[src/design/lcd4_pkg.sv]
// ----------------------------------------------------------------------------
// lcd4_pkg: shared types and microcode for the 4-bit character LCD controller
// Item formats, screen geometry, bus command bytes and the control store.
// ----------------------------------------------------------------------------
package lcd4_pkg;

	// screen geometry
	localparam int COLUMNS = 16;
	localparam int ROWS    = 2;
	localparam int DEPTH   = ROWS * COLUMNS;
	localparam int ADDR_W  = $clog2(DEPTH);
	localparam int COL_W   = $clog2(COLUMNS);
	localparam int ROW_W   = (ROWS > 1) ? $clog2(ROWS) : 1;
	// column compare width: holds the 4-bit column plus one and COLUMNS itself
	localparam int COLX_W  = ((COL_W > 4) ? COL_W : 4) + 1;

	// decimal split of an 8-bit value: quotient fits five bits
	localparam int QUO_W      = 5;
	localparam int RECIP_MUL  = 205;
	localparam int RECIP_SHFT = 11;

	// bus bytes
	localparam logic [7:0] ROW0_POS    = 8'h80;
	localparam logic [7:0] ROW1_POS    = 8'hC0;
	localparam logic [7:0] CMD_HOME    = 8'h02;
	localparam logic [7:0] NIB_WAKE    = 8'h30;
	localparam logic [7:0] NIB_4BIT    = 8'h20;
	localparam logic [7:0] CMD_FUNC    = 8'h2C;
	localparam logic [7:0] CMD_DISP_ON = 8'h0C;
	localparam logic [7:0] CMD_CLEAR   = 8'h01;
	localparam logic [7:0] ASCII_ZERO  = 8'h30;

	// request codes
	localparam logic [2:0] MODE_INIT    = 3'd0;
	localparam logic [2:0] MODE_PUTC    = 3'd1;
	localparam logic [2:0] MODE_PUTN    = 3'd2;
	localparam logic [2:0] MODE_REFRESH = 3'd3;
	localparam logic [2:0] MODE_CLEAR   = 3'd4;

	typedef struct packed {
		logic [2:0] mode;
		logic [3:0] column;
		logic       row;
		logic [7:0] value;
	} cmd_t;

	typedef struct packed {
		logic       is_data;
		logic [7:0] bus_byte;
		logic       upper_only;
		logic [4:0] wait_ms;
		logic       last;
	} xfer_t;

	// control store
	localparam int PC_W = 5;

	typedef enum logic [1:0] {
		BS_CONST,
		BS_ROW,
		BS_CELL
	} bsel_t;

	typedef enum logic [2:0] {
		DP_NONE,
		DP_SPLIT,
		DP_WR_CHAR,
		DP_WR_TENS,
		DP_WR_ONES,
		DP_ROW_START,
		DP_CELL
	} dp_t;

	typedef enum logic [1:0] {
		SQ_NEXT,
		SQ_GOTO,
		SQ_END,
		SQ_SCAN
	} seq_t;

	typedef struct packed {
		logic            emit;
		bsel_t           bsel;
		logic            is_data;
		logic            upper_only;
		logic [4:0]      wait_ms;
		logic [7:0]      bus_byte;
		logic            last;
		dp_t             dp;
		seq_t            seq;
		logic [PC_W-1:0] target;
	} ucode_t;

	// entry points and fixed steps
	localparam logic [PC_W-1:0] ST_INIT    = 5'd0;
	localparam logic [PC_W-1:0] ST_PUTC    = 5'd7;
	localparam logic [PC_W-1:0] ST_PUTN    = 5'd8;
	localparam logic [PC_W-1:0] ST_CLEAR   = 5'd11;
	localparam logic [PC_W-1:0] ST_REFRESH = 5'd13;
	localparam logic [PC_W-1:0] ST_ROW     = 5'd14;
	localparam logic [PC_W-1:0] ST_CELL    = 5'd15;
	localparam logic [PC_W-1:0] ST_NOP     = 5'd16;

	function automatic ucode_t emit_word(input logic [7:0] b, input logic upper,
			input logic [4:0] w, input seq_t s);
		ucode_t uc;
		uc            = '0;
		uc.emit       = 1'b1;
		uc.bsel       = BS_CONST;
		uc.bus_byte   = b;
		uc.upper_only = upper;
		uc.wait_ms    = w;
		uc.dp         = DP_NONE;
		uc.seq        = s;
		uc.target     = ST_NOP;
		return uc;
	endfunction

	function automatic ucode_t ucode_rom(input logic [PC_W-1:0] pc);
		ucode_t uc;
		uc        = '0;
		uc.bsel   = BS_CONST;
		uc.dp     = DP_NONE;
		uc.seq    = SQ_END;
		uc.target = ST_NOP;
		unique case (pc)
			5'd0: uc = emit_word(NIB_WAKE, 1'b1, 5'd30, SQ_NEXT);
			5'd1: uc = emit_word(NIB_WAKE, 1'b1, 5'd6, SQ_NEXT);
			5'd2: uc = emit_word(NIB_WAKE, 1'b1, 5'd1, SQ_NEXT);
			5'd3: uc = emit_word(NIB_4BIT, 1'b1, 5'd2, SQ_NEXT);
			5'd4: uc = emit_word(CMD_FUNC, 1'b0, 5'd3, SQ_NEXT);
			5'd5: uc = emit_word(CMD_DISP_ON, 1'b0, 5'd1, SQ_NEXT);
			5'd6: begin
				uc      = emit_word(CMD_CLEAR, 1'b0, 5'd1, SQ_END);
				uc.last = 1'b1;
			end
			ST_PUTC: begin
				uc.dp  = DP_WR_CHAR;
				uc.seq = SQ_END;
			end
			ST_PUTN: begin
				uc.dp  = DP_SPLIT;
				uc.seq = SQ_NEXT;
			end
			5'd9: begin
				uc.dp  = DP_WR_TENS;
				uc.seq = SQ_NEXT;
			end
			5'd10: begin
				uc.dp  = DP_WR_ONES;
				uc.seq = SQ_END;
			end
			ST_CLEAR: uc = emit_word(CMD_CLEAR, 1'b0, 5'd1, SQ_NEXT);
			5'd12: begin
				uc        = emit_word(CMD_HOME, 1'b0, 5'd3, SQ_GOTO);
				uc.target = ST_ROW;
			end
			ST_REFRESH: uc = emit_word(CMD_HOME, 1'b0, 5'd1, SQ_NEXT);
			ST_ROW: begin
				uc      = emit_word(8'h00, 1'b0, 5'd1, SQ_NEXT);
				uc.bsel = BS_ROW;
				uc.dp   = DP_ROW_START;
			end
			ST_CELL: begin
				uc         = emit_word(8'h00, 1'b0, 5'd1, SQ_SCAN);
				uc.bsel    = BS_CELL;
				uc.is_data = 1'b1;
				uc.dp      = DP_CELL;
				uc.target  = ST_ROW;
			end
			default: uc.seq = SQ_END;
		endcase
		return uc;
	endfunction

endpackage

[src/design/lcd4_ram.sv]
// ----------------------------------------------------------------------------
// lcd4_ram: generic single-port-write, single-port-read RAM
// One write and one registered read per cycle; read data holds when disabled.
// ----------------------------------------------------------------------------
module lcd4_ram #(
	parameter int WIDTH = 8,
	parameter int DEPTH = 32
) (
	input  logic                     clk,
	input  logic                     wr_en,
	input  logic [$clog2(DEPTH)-1:0] wr_addr,
	input  logic [WIDTH-1:0]         wr_data,
	input  logic                     rd_en,
	input  logic [$clog2(DEPTH)-1:0] rd_addr,
	output logic [WIDTH-1:0]         rd_data
);

	logic [WIDTH-1:0] mem_q [DEPTH];

	always_ff @(posedge clk) begin
		if (wr_en) begin
			mem_q[wr_addr] <= wr_data;
		end
		if (rd_en) begin
			rd_data <= mem_q[rd_addr];
		end
	end

endmodule

[src/design/char_lcd_four_bit_controller.sv]
// ----------------------------------------------------------------------------
// char_lcd_four_bit_controller: 4-bit character LCD request sequencer
// Keeps the screen buffer, writes put requests into it and turns the other requests into LCD bus transfers.
// ----------------------------------------------------------------------------
//
//  channel | signals                        | accepted when
//  --------+--------------------------------+------------------------------
//  cmd     | cmd_valid, cmd_stall, cmd      | cmd_valid && !cmd_stall
//  xfer    | xfer_valid, xfer_stall, xfer   | xfer_valid && !xfer_stall
//  cfg     | cfg_valid, cfg_ready, cfg_data | cfg_valid && cfg_ready
//
// One request item at a time: cmd_stall is high from acceptance until the
// microcode program for that item ends. The program steps once per cycle
// while it does not wait for the output slot and emits at most one transfer
// per step. The single output register sets the pace: a step that emits
// waits while the previous transfer is still stalled.
// Reset zeroes the screen at once through per-entry valid bits; no sweep.
//
module char_lcd_four_bit_controller (
	input  logic            clk,
	input  logic            arst_n,
	input  logic            cmd_valid,
	output logic            cmd_stall,
	input  lcd4_pkg::cmd_t  cmd,
	output logic            xfer_valid,
	input  logic            xfer_stall,
	output lcd4_pkg::xfer_t xfer,
	input  logic            cfg_valid,
	output logic            cfg_ready,
	input  logic [7:0]      cfg_data
);

	// sequencer state
	logic                          busy_q;
	logic [lcd4_pkg::PC_W-1:0]     pc_q;
	logic [lcd4_pkg::PC_W-1:0]     entry_pc;
	lcd4_pkg::ucode_t              uc;
	logic                          adv;
	logic                          slot_free;

	// latched request item
	logic [3:0]                    col_q;
	logic                          row_q;
	logic [7:0]                    value_q;
	logic [lcd4_pkg::QUO_W-1:0]    quo_q;
	logic [15:0]                   quo_prod;

	// refresh scan counters
	logic [lcd4_pkg::ROW_W-1:0]    rcnt_q;
	logic [lcd4_pkg::COL_W-1:0]    ccnt_q;
	logic [lcd4_pkg::ADDR_W-1:0]   addr_q;
	logic                          last_col;
	logic                          last_row;

	// screen buffer ports
	logic [lcd4_pkg::DEPTH-1:0]    vld_q;
	logic                          cellv_q;
	logic                          wr_sel;
	logic                          wr_en;
	logic [lcd4_pkg::COLX_W-1:0]   wr_col;
	logic [lcd4_pkg::ADDR_W-1:0]   wr_addr;
	logic [7:0]                    wr_data;
	logic                          row_ok;
	logic                          rd_en;
	logic [lcd4_pkg::ADDR_W-1:0]   rd_addr;
	logic [7:0]                    rd_data;
	logic [7:0]                    cell_byte;

	// digit split
	logic [7:0]                    quo_x;
	logic [7:0]                    ones;

	// output stage and config
	logic                          xfer_valid_q;
	lcd4_pkg::xfer_t               xfer_q;
	lcd4_pkg::xfer_t               xfer_d;
	logic [7:0]                    enable_pulse_ms_q;

	function automatic logic [lcd4_pkg::ADDR_W-1:0] row_base(input logic r);
		return r ? lcd4_pkg::ADDR_W'(lcd4_pkg::COLUMNS) : '0;
	endfunction

	// control store fetch and handshake
	assign uc        = lcd4_pkg::ucode_rom(pc_q);
	assign slot_free = !xfer_valid_q || !xfer_stall;
	// emitting steps wait for the output slot; buffer steps never stall
	assign adv       = busy_q && (!uc.emit || slot_free);
	assign cmd_stall = busy_q;
	assign cfg_ready = 1'b1;

	// dispatch: each defined request code starts its own routine; others go to the no-op step
	always_comb begin
		unique case (cmd.mode)
			lcd4_pkg::MODE_INIT:    entry_pc = lcd4_pkg::ST_INIT;
			lcd4_pkg::MODE_PUTC:    entry_pc = lcd4_pkg::ST_PUTC;
			lcd4_pkg::MODE_PUTN:    entry_pc = lcd4_pkg::ST_PUTN;
			lcd4_pkg::MODE_REFRESH: entry_pc = lcd4_pkg::ST_REFRESH;
			lcd4_pkg::MODE_CLEAR:   entry_pc = lcd4_pkg::ST_CLEAR;
			default:                entry_pc = lcd4_pkg::ST_NOP;
		endcase
	end

	assign last_col = ccnt_q == lcd4_pkg::COL_W'(lcd4_pkg::COLUMNS - 1);
	assign last_row = rcnt_q == lcd4_pkg::ROW_W'(lcd4_pkg::ROWS - 1);

	// tens by reciprocal multiply; ones from the registered tens in a later step
	assign quo_prod = {8'h00, value_q} * 16'(lcd4_pkg::RECIP_MUL);
	assign quo_x    = {{(8 - lcd4_pkg::QUO_W){1'b0}}, quo_q};
	assign ones     = value_q - ((quo_x << 3) + (quo_x << 1));

	// buffer write: drop any byte past the last column or row
	always_comb begin
		wr_sel  = 1'b0;
		wr_col  = lcd4_pkg::COLX_W'(col_q);
		wr_data = value_q;
		case (uc.dp)
			lcd4_pkg::DP_WR_CHAR: begin
				wr_sel = 1'b1;
			end
			lcd4_pkg::DP_WR_TENS: begin
				wr_sel  = 1'b1;
				wr_data = lcd4_pkg::ASCII_ZERO + quo_x;
			end
			lcd4_pkg::DP_WR_ONES: begin
				wr_sel  = 1'b1;
				wr_col  = lcd4_pkg::COLX_W'(col_q) + lcd4_pkg::COLX_W'(1);
				wr_data = lcd4_pkg::ASCII_ZERO + ones;
			end
			default: wr_sel = 1'b0;
		endcase
	end

	assign row_ok  = {1'b0, row_q} < 2'(lcd4_pkg::ROWS);
	assign wr_en   = adv && wr_sel && row_ok && (wr_col < lcd4_pkg::COLX_W'(lcd4_pkg::COLUMNS));
	assign wr_addr = row_base(row_q) + lcd4_pkg::ADDR_W'(wr_col);

	// buffer read runs one step ahead of the cell transfer that shows it
	assign rd_addr = (uc.dp == lcd4_pkg::DP_ROW_START) ? row_base(rcnt_q != '0)
		: addr_q + lcd4_pkg::ADDR_W'(1);
	assign rd_en   = adv && ((uc.dp == lcd4_pkg::DP_ROW_START)
		|| (uc.dp == lcd4_pkg::DP_CELL && !last_col));

	lcd4_ram #(
		.WIDTH(8),
		.DEPTH(lcd4_pkg::DEPTH)
	) u_screen (
		.clk    (clk),
		.wr_en  (wr_en),
		.wr_addr(wr_addr),
		.wr_data(wr_data),
		.rd_en  (rd_en),
		.rd_addr(rd_addr),
		.rd_data(rd_data)
	);

	// never-written entries read as the reset value, zero
	assign cell_byte = cellv_q ? rd_data : 8'h00;

	// transfer word built from the current control word
	always_comb begin
		xfer_d.is_data    = uc.is_data;
		xfer_d.upper_only = uc.upper_only;
		xfer_d.wait_ms    = uc.wait_ms;
		xfer_d.last       = uc.last || (uc.seq == lcd4_pkg::SQ_SCAN && last_col && last_row);
		case (uc.bsel)
			lcd4_pkg::BS_ROW:  xfer_d.bus_byte = (rcnt_q == '0) ? lcd4_pkg::ROW0_POS
				: lcd4_pkg::ROW1_POS;
			lcd4_pkg::BS_CELL: xfer_d.bus_byte = cell_byte;
			default:           xfer_d.bus_byte = uc.bus_byte;
		endcase
	end

	// sequencer control, valid bits, output valid and the config register
	always_ff @(posedge clk or negedge arst_n) begin
		if (!arst_n) begin
			busy_q            <= 1'b0;
			pc_q              <= lcd4_pkg::ST_NOP;
			rcnt_q            <= '0;
			ccnt_q            <= '0;
			addr_q            <= '0;
			vld_q             <= '0;
			cellv_q           <= 1'b0;
			xfer_valid_q      <= 1'b0;
			enable_pulse_ms_q <= 8'd1;
		end else begin
			if (cmd_valid && !cmd_stall) begin
				busy_q <= 1'b1;
				pc_q   <= entry_pc;
				rcnt_q <= '0;
			end else if (adv) begin
				case (uc.seq)
					lcd4_pkg::SQ_NEXT: pc_q <= pc_q + lcd4_pkg::PC_W'(1);
					lcd4_pkg::SQ_GOTO: pc_q <= uc.target;
					lcd4_pkg::SQ_SCAN: begin
						// advance column, then row, then finish
						if (!last_col) begin
							ccnt_q <= ccnt_q + lcd4_pkg::COL_W'(1);
						end else if (!last_row) begin
							rcnt_q <= rcnt_q + lcd4_pkg::ROW_W'(1);
							pc_q   <= uc.target;
						end else begin
							busy_q <= 1'b0;
						end
					end
					default: busy_q <= 1'b0;
				endcase
				if (uc.dp == lcd4_pkg::DP_ROW_START) begin
					ccnt_q <= '0;
				end
			end
			if (rd_en) begin
				addr_q  <= rd_addr;
				cellv_q <= vld_q[rd_addr];
			end
			if (wr_en) begin
				vld_q[wr_addr] <= 1'b1;
			end
			if (adv && uc.emit) begin
				xfer_valid_q <= 1'b1;
			end else if (!xfer_stall) begin
				xfer_valid_q <= 1'b0;
			end
			if (cfg_valid && cfg_ready) begin
				enable_pulse_ms_q <= cfg_data;
			end
		end
	end

	// item and result payload: hold unless loaded
	always_ff @(posedge clk) begin
		if (cmd_valid && !cmd_stall) begin
			col_q   <= cmd.column;
			row_q   <= cmd.row;
			value_q <= cmd.value;
		end
		if (adv && uc.dp == lcd4_pkg::DP_SPLIT) begin
			quo_q <= quo_prod[lcd4_pkg::RECIP_SHFT +: lcd4_pkg::QUO_W];
		end
		if (adv && uc.emit) begin
			xfer_q <= xfer_d;
		end
	end

	assign xfer_valid = xfer_valid_q;
	assign xfer       = xfer_q;

`ifndef ASSERT_OFF
	a_col_range: assert property (@(posedge clk) disable iff (!arst_n)
		busy_q |-> (int'(ccnt_q) < lcd4_pkg::COLUMNS))
		else $error("scan column counter past the last column");

	a_wr_range: assert property (@(posedge clk) disable iff (!arst_n)
		wr_en |-> (int'(wr_addr) < lcd4_pkg::DEPTH))
		else $error("buffer write outside the screen");

	a_emit_slot: assert property (@(posedge clk) disable iff (!arst_n)
		(adv && uc.emit) |-> slot_free)
		else $error("transfer emitted over a stalled transfer");

	a_accept_busy: assert property (@(posedge clk) disable iff (!arst_n)
		(cmd_valid && !cmd_stall) |=> (busy_q && !$past(busy_q)))
		else $error("accepted item did not start a program");

	a_cfg_write: assert property (@(posedge clk) disable iff (!arst_n)
		(cfg_valid && cfg_ready) |=> (enable_pulse_ms_q == $past(cfg_data)))
		else $error("enable pulse register not written");
`endif

endmodule
[config.mk]
export PLATFORM = sky130hd
export DESIGN_NAME = char_lcd_four_bit_controller
export DESIGN_NICKNAME = d
export VERILOG_FILES = /design/src/design/lcd4_pkg.sv /design/src/design/lcd4_ram.sv /design/src/design/char_lcd_four_bit_controller.sv
export SDC_FILE = /design/constraint.sdc
export NUM_CORES = 1
export LEC_CHECK = 0
export ABC_CLOCK_PERIOD_IN_PS = 10500
export BUFFER_PORTS_ARGS = -buffer_cell sky130_fd_sc_hd__buf_2
export CORE_ASPECT_RATIO = 0.5
export CORE_MARGIN = 1.5
export CORE_UTILIZATION = 25
export DETAILED_ROUTE_END_ITERATION = 8
export MAX_ROUTING_LAYER = met4
export PLACE_DENSITY = 0.48
export SETUP_SLACK_MARGIN = 0.02
export SLEW_MARGIN = 25
export SYNTH_ARGS = -nofsm -noshare
export SYNTH_HDL_FRONTEND = slang
export SYNTH_SLANG_ARGS = --single-unit
[constraint.sdc]
create_clock -name clk -period 10.5 [get_ports clk]
set_input_delay 2.1 -clock clk [delete_from_list [all_inputs] [get_ports clk]]
set_output_delay 2.1 -clock clk [all_outputs]
set_load 0.05 [all_outputs]
==> summary.txt, run 1 <==
Detailed routing
  – Vias: 9,890
  – WL final: around 40,000 um
  – Via density: 4.62
  – DRT Pass-1 Iters: 6
  – Iter 0 DRT Violations: 688
  – Antenna Nets Post-Route: 0
  – Routed len/inst: slightly below 20 um
  – DRC viols: 0

Place
  – Placed Area: ~0.018 mm2
  – IO Port Bufs: 37
  – GP Congestion: roughly 0.8
  – Hpwl dp: 26,500 um
  – Inst Count DP: 2,070

GRT
  – Number of antenna violations at the first check in global routing: 1
  – Total grt overflow: 0
  – Total GRT Usage: 12.7%
  – First-pass GRT wire length: 62,500 um
  – Number of global-route vias before repair: 9,771
  – Largest net degree at the start of global routing: 64

Clock network
  – Post-CTS Resized: 0
  – Number of H-tree levels: 2
  – Root Buffer: clkbuf_16
  – Num CTS Buffers: 37
  – Clk_lat worst skew: between 500 and 600 ps
  – CTS tree: built
  – Hold_buf cts: 0
  – TritonCTS Sinks: 347
  – CTS Buffer Depth: 3
  – Clk slew on worst S/H paths: 60 ps
  – Post-CTS Setup Repair Bufs: 0

Synth
  – Synth unique cells: 79
  – Synthesized area per cell: 13.8 um2
  – Mapped Cells: 1,190
  – Flops & latches, synth: between 300 and 400
  – Post-synth EDFFs: between 200 and 300
  – Seq/Total Area, Yosys: 62.1%
  – Fraction of registers with async set/reset: 14.4%
  – Mapped Area: 0.0164 mm2
  – Yosys top cell area share: 54.5%
  – Top post-synthesis cells by area: edfxtp_1 (54%), dfrtp_1 (7.5%), ha_1 (5.2%), mux4_2 (2.8%), mux2i_1 (2.3%)
  – Commonest cells post-synth: edfxtp_1 (297), nand2_1 (90), ha_1 (68), o21ai_0 (66), nor2_1 (56)
  – Net count after synthesis: about 1,300
  – Count leader, synth: edfxtp_1
  – Synthesis Warnings: 0
  – Area leader, netlist: edfxtp_1
  – Top_reg_cell synth: edfxtp_1

Setup path
  – Crit start category: flop
  – Critical Path RT: 10,650 ps
  – Critical path fanouts, max: 11
  – Setup Crit Path Kind: flop to flop
  – Setup crit end kind: flop
  – WP data arrival: 4600 ps

Timing
  – Final Setup Violations: 0
  – Max Slew Vio Count: 0
  – Worst-Margin Slew: 1080 ps
  – Relative slew slack: 27.5%
  – Min Hold Slack: between 400 and 500 ps
  – Unrepaired setup endpoints after global routing: false
  – Max Freq: between 200 and 250 MHz
  – Setup TNS: 0 ps
  – Final period util: 42.4%
  – Hold Fails Final Rpt: 0
  – Minimum clock period: 4450 ps
  – Fin Clk Skew: 17.1 ps

Die
  – Top Ports: 48
  – Initial Util: 25.2%
  – Die area: roughly 0.067 mm2
  – Horiz. Die Dim: 365 um
  – # rows: 66
  – Core area: 0.0649 mm2
  – Die Ht: 184 um

Final layout
  – Reg area: 0.0102 mm2
  – Nets: 1,335
  – Fill cell total of the finished layout: 6,628
  – Layout cells sized above 1: 16.7%
  – Multi-input gate area: 0.00579 mm2
  – Final Instance Area: 0.0188 mm2
  – Area Growth Syn to Fin: 14.5%
  – Non-filler cells, final: between 2,000 and 2,500

Run status
  – Status: completed

Power
  – Switching pwr: 2300 uW
  – VDD IR-drop max: 0.220 mV
  – Tot Pwr: 5650 uW
  – Cell internal pwr: approximately 3300 uW
  – Clk network pwr share: around 22%
  – Sw frac: 40.7%
  – Leak Pwr: 0.00673 uW
  – Sequential Power Share: 34.6%
  – Combinational power share: between 40 and 50%
  – Pwr Density: 301 mW/mm2

Min path
  – Worst min path class: flop to flop

Run
  – MaxCap Viol Count: 0
path summary, 6_finish.rpt:
| path | start | cells past startpoint | end | slack [ps] |
|---|---|---|---|---|
| max | pc_q[0] | 12 | u_screen.mem_q[23][6] | 6050 |
| min | vld_q[4] | 1 | vld_q[4] | 450 |
| max reg2reg | pc_q[0] | 12 | u_screen.mem_q[23][6] | 6050 |
| min reg2reg | vld_q[4] | 1 | vld_q[4] | 450 |
| max in group asynchronous | arst_n | 2 | addr_q[0] | 8210 |
| min in group asynchronous | arst_n | 2 | ccnt_q[0] | 1710 |
cells in the final DEF (no fill, tap or decap), types with 9 or more instances in the layout:
| master | Yosys | routed |
|---|---|---|
| dfrtp_1 | 49 | 48 |
| nor2b_1 | 13 | 13 |
| mux4_2 | 20 | 20 |
| o21bai_1 | 10 | 10 |
| xor2_1 | 11 | 10 |
| a21oi_1 | 34 | 34 |
| nor2_1 | 56 | 52 |
| o21ai_0 | 66 | 66 |
| nand4_1 | 9 | 9 |
| fa_1 | 13 | 13 |
| clkbuf_1 | 24 | 9 |
| clkbuf_16 | 0 | 39 |
| buf_4 | 9 | 20 |
| nor3_1 | 14 | 12 |
| nand2_1 | 90 | 90 |
| buf_2 | 23 | 37 |
| inv_1 | 46 | 46 |
| edfxtp_1 | 297 | 297 |
| or2_1 | 25 | 25 |
| a31oi_1 | 24 | 24 |
| nand3_1 | 43 | 43 |
| ha_1 | 68 | 68 |
| a32oi_1 | 9 | 9 |
| a221o_1 | 12 | 12 |
| a311oi_1 | 11 | 11 |
| mux2_2 | 33 | 33 |
| mux2i_1 | 38 | 38 |
| xnor2_1 | 9 | 9 |
final cells by class:
cell class / count / area share [%]
multi-input combinational: 734 / 30.9
tap: 884 / 5.90
inverter: 48 / 0.961
sequential: 347 / 54.3
timing repair buffer: 57 / 1.79
clock buffer: 50 / 5.53
antenna: 1 / 0.0133
clock inverter: 18 / 0.667
layer usage:
metal  vias to the layer above  part of all wire (%)  GRT usage, %
met3                        52                   4.7          1.99
met2                       196                    44          18.9
met5                         -                     0             -
met4                         0                   1.8          2.94
li1                       4614                     -             -
met1                      5028                    49          18.1
logic make-up after synthesis:
| family | count (synthesis) | share of synthesized area [%] |
|---|---|---|
| DFF | 347 | 62.1 |
| other | 1 | 0.0229 |
| muxes | 91 | 7.34 |
| xor gates and xnor gates | 21 | 1.17 |
| AOI/OAI and AO/OA | 231 | 9.71 |
| buffers and inverters | 109 | 2.89 |
| adders and majority gates | 81 | 6.79 |
| and+or+nand+nor | 309 | 9.96 |
power by group through the flow:
| stage | clock network (uW) | registers (uW) | logic [uW] |
|---|---|---|---|
| floorplan | 0 | 2020 | 1600 |
| global placement | 0 | 1990 | 2440 |
| detailed placement | 0 | 1990 | 2450 |
| CTS | 1290 | 1960 | 2460 |
| global route | 1350 | 1980 | 2680 |
| finish | 1260 | 1950 | 2430 |
worst max-delay path: stages (launching register included):
cell,delay (ps)
dfrtp_1,430
inv_1,120
ha_1,360
nor2b_1,230
nand3_1,140
ha_1,310
inv_1,110
o211a_1,490
nand2_1,250
nor3b_2,330
a22oi_2,180
nand2b_1,360
nor2_1,730
state kept, by name (all words and copies together) (netlist names):
name	flops
u_screen.mem_q	256
cellv_q	1
xfer	15
u_screen.rd_data	8
quo_q	5
last_row	1
row_q	1
pc_q	5
addr_q	5
col_q	4
value_q	8
vld_q	32
xfer_valid	1
ccnt_q	4
cmd_stall	1
per-stage QoR:
stage | utilization, % | setup WS, ps
2_1_floorplan | - | 6680
3_3_place_gp | 27.1 | 5970
3_5_place_dp | 27.1 | 5940
4_1_cts | 28.9 | 6070
5_1_grt | 28.9 | 5640
6_report | 28.9 | 6050
Power figures use the tool's default switching activity.
==> inputs of run 2 (changes only) <==
Settings changed: ABC_CLOCK_PERIOD_IN_PS 10500 to 3670, PLACE_DENSITY 0.48 to 0.49.
Clock period 10.5 ns to 3.67 ns, I/O delays scaled along.
==> summary.txt, run 2 (synthesis results as in run 1) <==
Timing
  – Relative slew slack: 46.9%
  – Final period util: 98.4%
  – Minimum clock period: 3610 ps
  – Final Setup Violations: 0
  – Post-route setup slack: 58.7 ps
  – Fin Clk Skew: 21.0 ps
  – Max Slew Vio Count: 0
  – Max Freq: roughly 280 MHz
  – Unrepaired setup endpoints after global routing: true
  – Worst-Margin Slew: 796 ps
  – Hold Fails Final Rpt: 0

Detailed routing
  – DRC viols: 0
  – Via density: 4.58
  – Antenna Nets Post-Route: 0
  – Met3 routed WL: 1760 um
  – Iter 0 DRT Violations: 696
  – M1 WL: 20,400 um
  – Metal2 WL: between 15,000 and 20,000 um
  – WL final: 42,900 um
  – Routed len/inst: 19.1 um
  – Vias: 10,300
  – DRT Pass-1 Iters: 5
  – Max layer used: met4

GRT
  – Number of global-route vias before repair: approximately 10,000
  – Number of antenna violations at the first check in global routing: 1
  – Total GRT Usage: 13.3%
  – Largest net degree at the start of global routing: 64
  – First-pass GRT wire length: 65,500 um
  – Total grt overflow: 0

Place
  – GP Congestion: 0.792
  – IO Port Bufs: 37
  – Placed Area: approximately 0.019 mm2
  – Hpwl dp: 28,800 um
  – Post-place setup slack: -148 ps

Die
  – # rows: 66
  – Initial Util: 25.2%
  – Horiz. Die Dim: roughly 360 um
  – Core area: 0.0649 mm2
  – Top Ports: 48
  – Die Ht: 184 um
  – Die area: 0.0671 mm2

Setup path
  – Crit path to: quo_q[3]
  – Setup Crit Path Kind: flop to flop
  – R2r startpoint: value_q[1]
  – Critical Path Max Stage Delay: 500 ps
  – Crit start category: flop
  – Reg2reg setup slack: 60 ps
  – Stages on worst setup path: 15
  – Critical Path RT: 3960 ps
  – WP data arrival: 3900 ps
  – Setup crit end kind: flop
  – Delay-heaviest family, CP: adder cells
  – Register-to-Register Path Depth: 15
  – Slowest CP cell: fa_1
  – Worst-path cell chain: buf_6 > ha_4 > xor2_1 > ha_1 > fa_1 > inv_2 > fa_1 > inv_2 > ha_4 > nor3_2 > o21ai_2 > and2_4 > a211o_1 > a21oi_2 > xnor2_1
  – Crit path from: value_q[1]
  – Buf+Inv Stages, Crit Path: 3
  – Reg2reg end: quo_q[3]
  – Critical path fanouts, max: 3

Final layout
  – Nets: 1,446
  – Layout cells sized above 1: 25.0%
  – Core Util, Final: 30.7%
  – Reg area: 0.0102 mm2
  – Fill cell total of the finished layout: 6,541
  – Multi-input gate area: between 0.005 and 0.006 mm2
  – Commonest non-fill, non-tap cell in the layout: edfxtp_1
  – Final Instance Area: 0.0199 mm2
  – Commonest non-fill, non-tap cells in the layout: edfxtp_1 (297), buf_4 (120), nand2_1 (90)
  – Area Growth Syn to Fin: 21.6%
  – Max reg flops: about 260
  – Largest Register: u_screen.mem_q

Power
  – Tot Pwr: about 18,000 uW
  – VDD IR-drop max: approximately 0.47 mV
  – Leak Pwr: 0.00737 uW
  – Pwr Density: 879 mW/mm2

Run
  – MaxCap Viol Count: 0

Clock network
  – Root Buffer: clkbuf_16
  – TritonCTS Sinks: between 300 and 400
  – Num CTS Buffers: 37
  – CTS Buffer Depth: 3
  – Clk_lat worst skew: 540 ps
  – Hold_buf cts: 0
  – Clk slew on worst S/H paths: 60 ps
  – CTS tree: built
  – Number of H-tree levels: 2

Min path
  – Worst min path class: input pin to async pin

Run status
  – Status: completed
## run 2: stage by stage
stage / setup TNS [ps] / std cells / hold WS [ps]
final: 0 / 2250 / 282
after global routing: -234 / 2249 / 330
after CTS: 0 / 2247 / 287
after detailed placement: -361 / 2179 / 443
after global placement: -472 / 2179 / 442
after floorplan: 0 / 1190 / 425
## run 2: how the worst min path moves through the flow
stage / end / startpoint
detailed placement: vld_q[11] / vld_q[11]
global route: vld_q[9] / arst_n
floorplan: vld_q[11] / vld_q[11]
global placement: vld_q[4] / vld_q[4]
CTS: vld_q[10] / arst_n
finish: vld_q[26] / arst_n
## run 2: report_power, final
part | leakage, uW | internal [uW] | switching [uW]
Sequential | 0.00335 | 5180 | 231
Clock | 0.000607 | 2290 | 1580
Combinational | 0.00341 | 3210 | 5020
## run 2: final cells by class
class	instances	share of cell area, %
flip-flops and latches	347	51.1
multi-input cells	734	29.7
repair buffers	168	6.47
well taps	884	5.55
clock buffers	41	4.72
clock inverters	26	1.55
inverters	48	0.905
diodes	2	0.0251
## run 2: worst reg2reg max path: cells and delay by family (launching register included)
kind            cells  cell delay [ps]
compound gates      3              510
xor+xnor            2              220
fa+ha+maj           5             1600
buf+inv             3              260
flops               1              460
simple gates        2              320
## run 2: layer usage
metal | GRT usage, % | vias to the layer above
met1 | 17.7 | 5232
met5 | - | -
met2 | 21.2 | 192
met4 | 3.35 | 0
met3 | 1.88 | 64
li1 | - | 4818
## run 2: timing repair
item                       in CTS  in global routing
setup buffers                   1                  1
gates resized for setup         7                 25
pin swaps                       9                 11
setup endpoints to repair       4                183
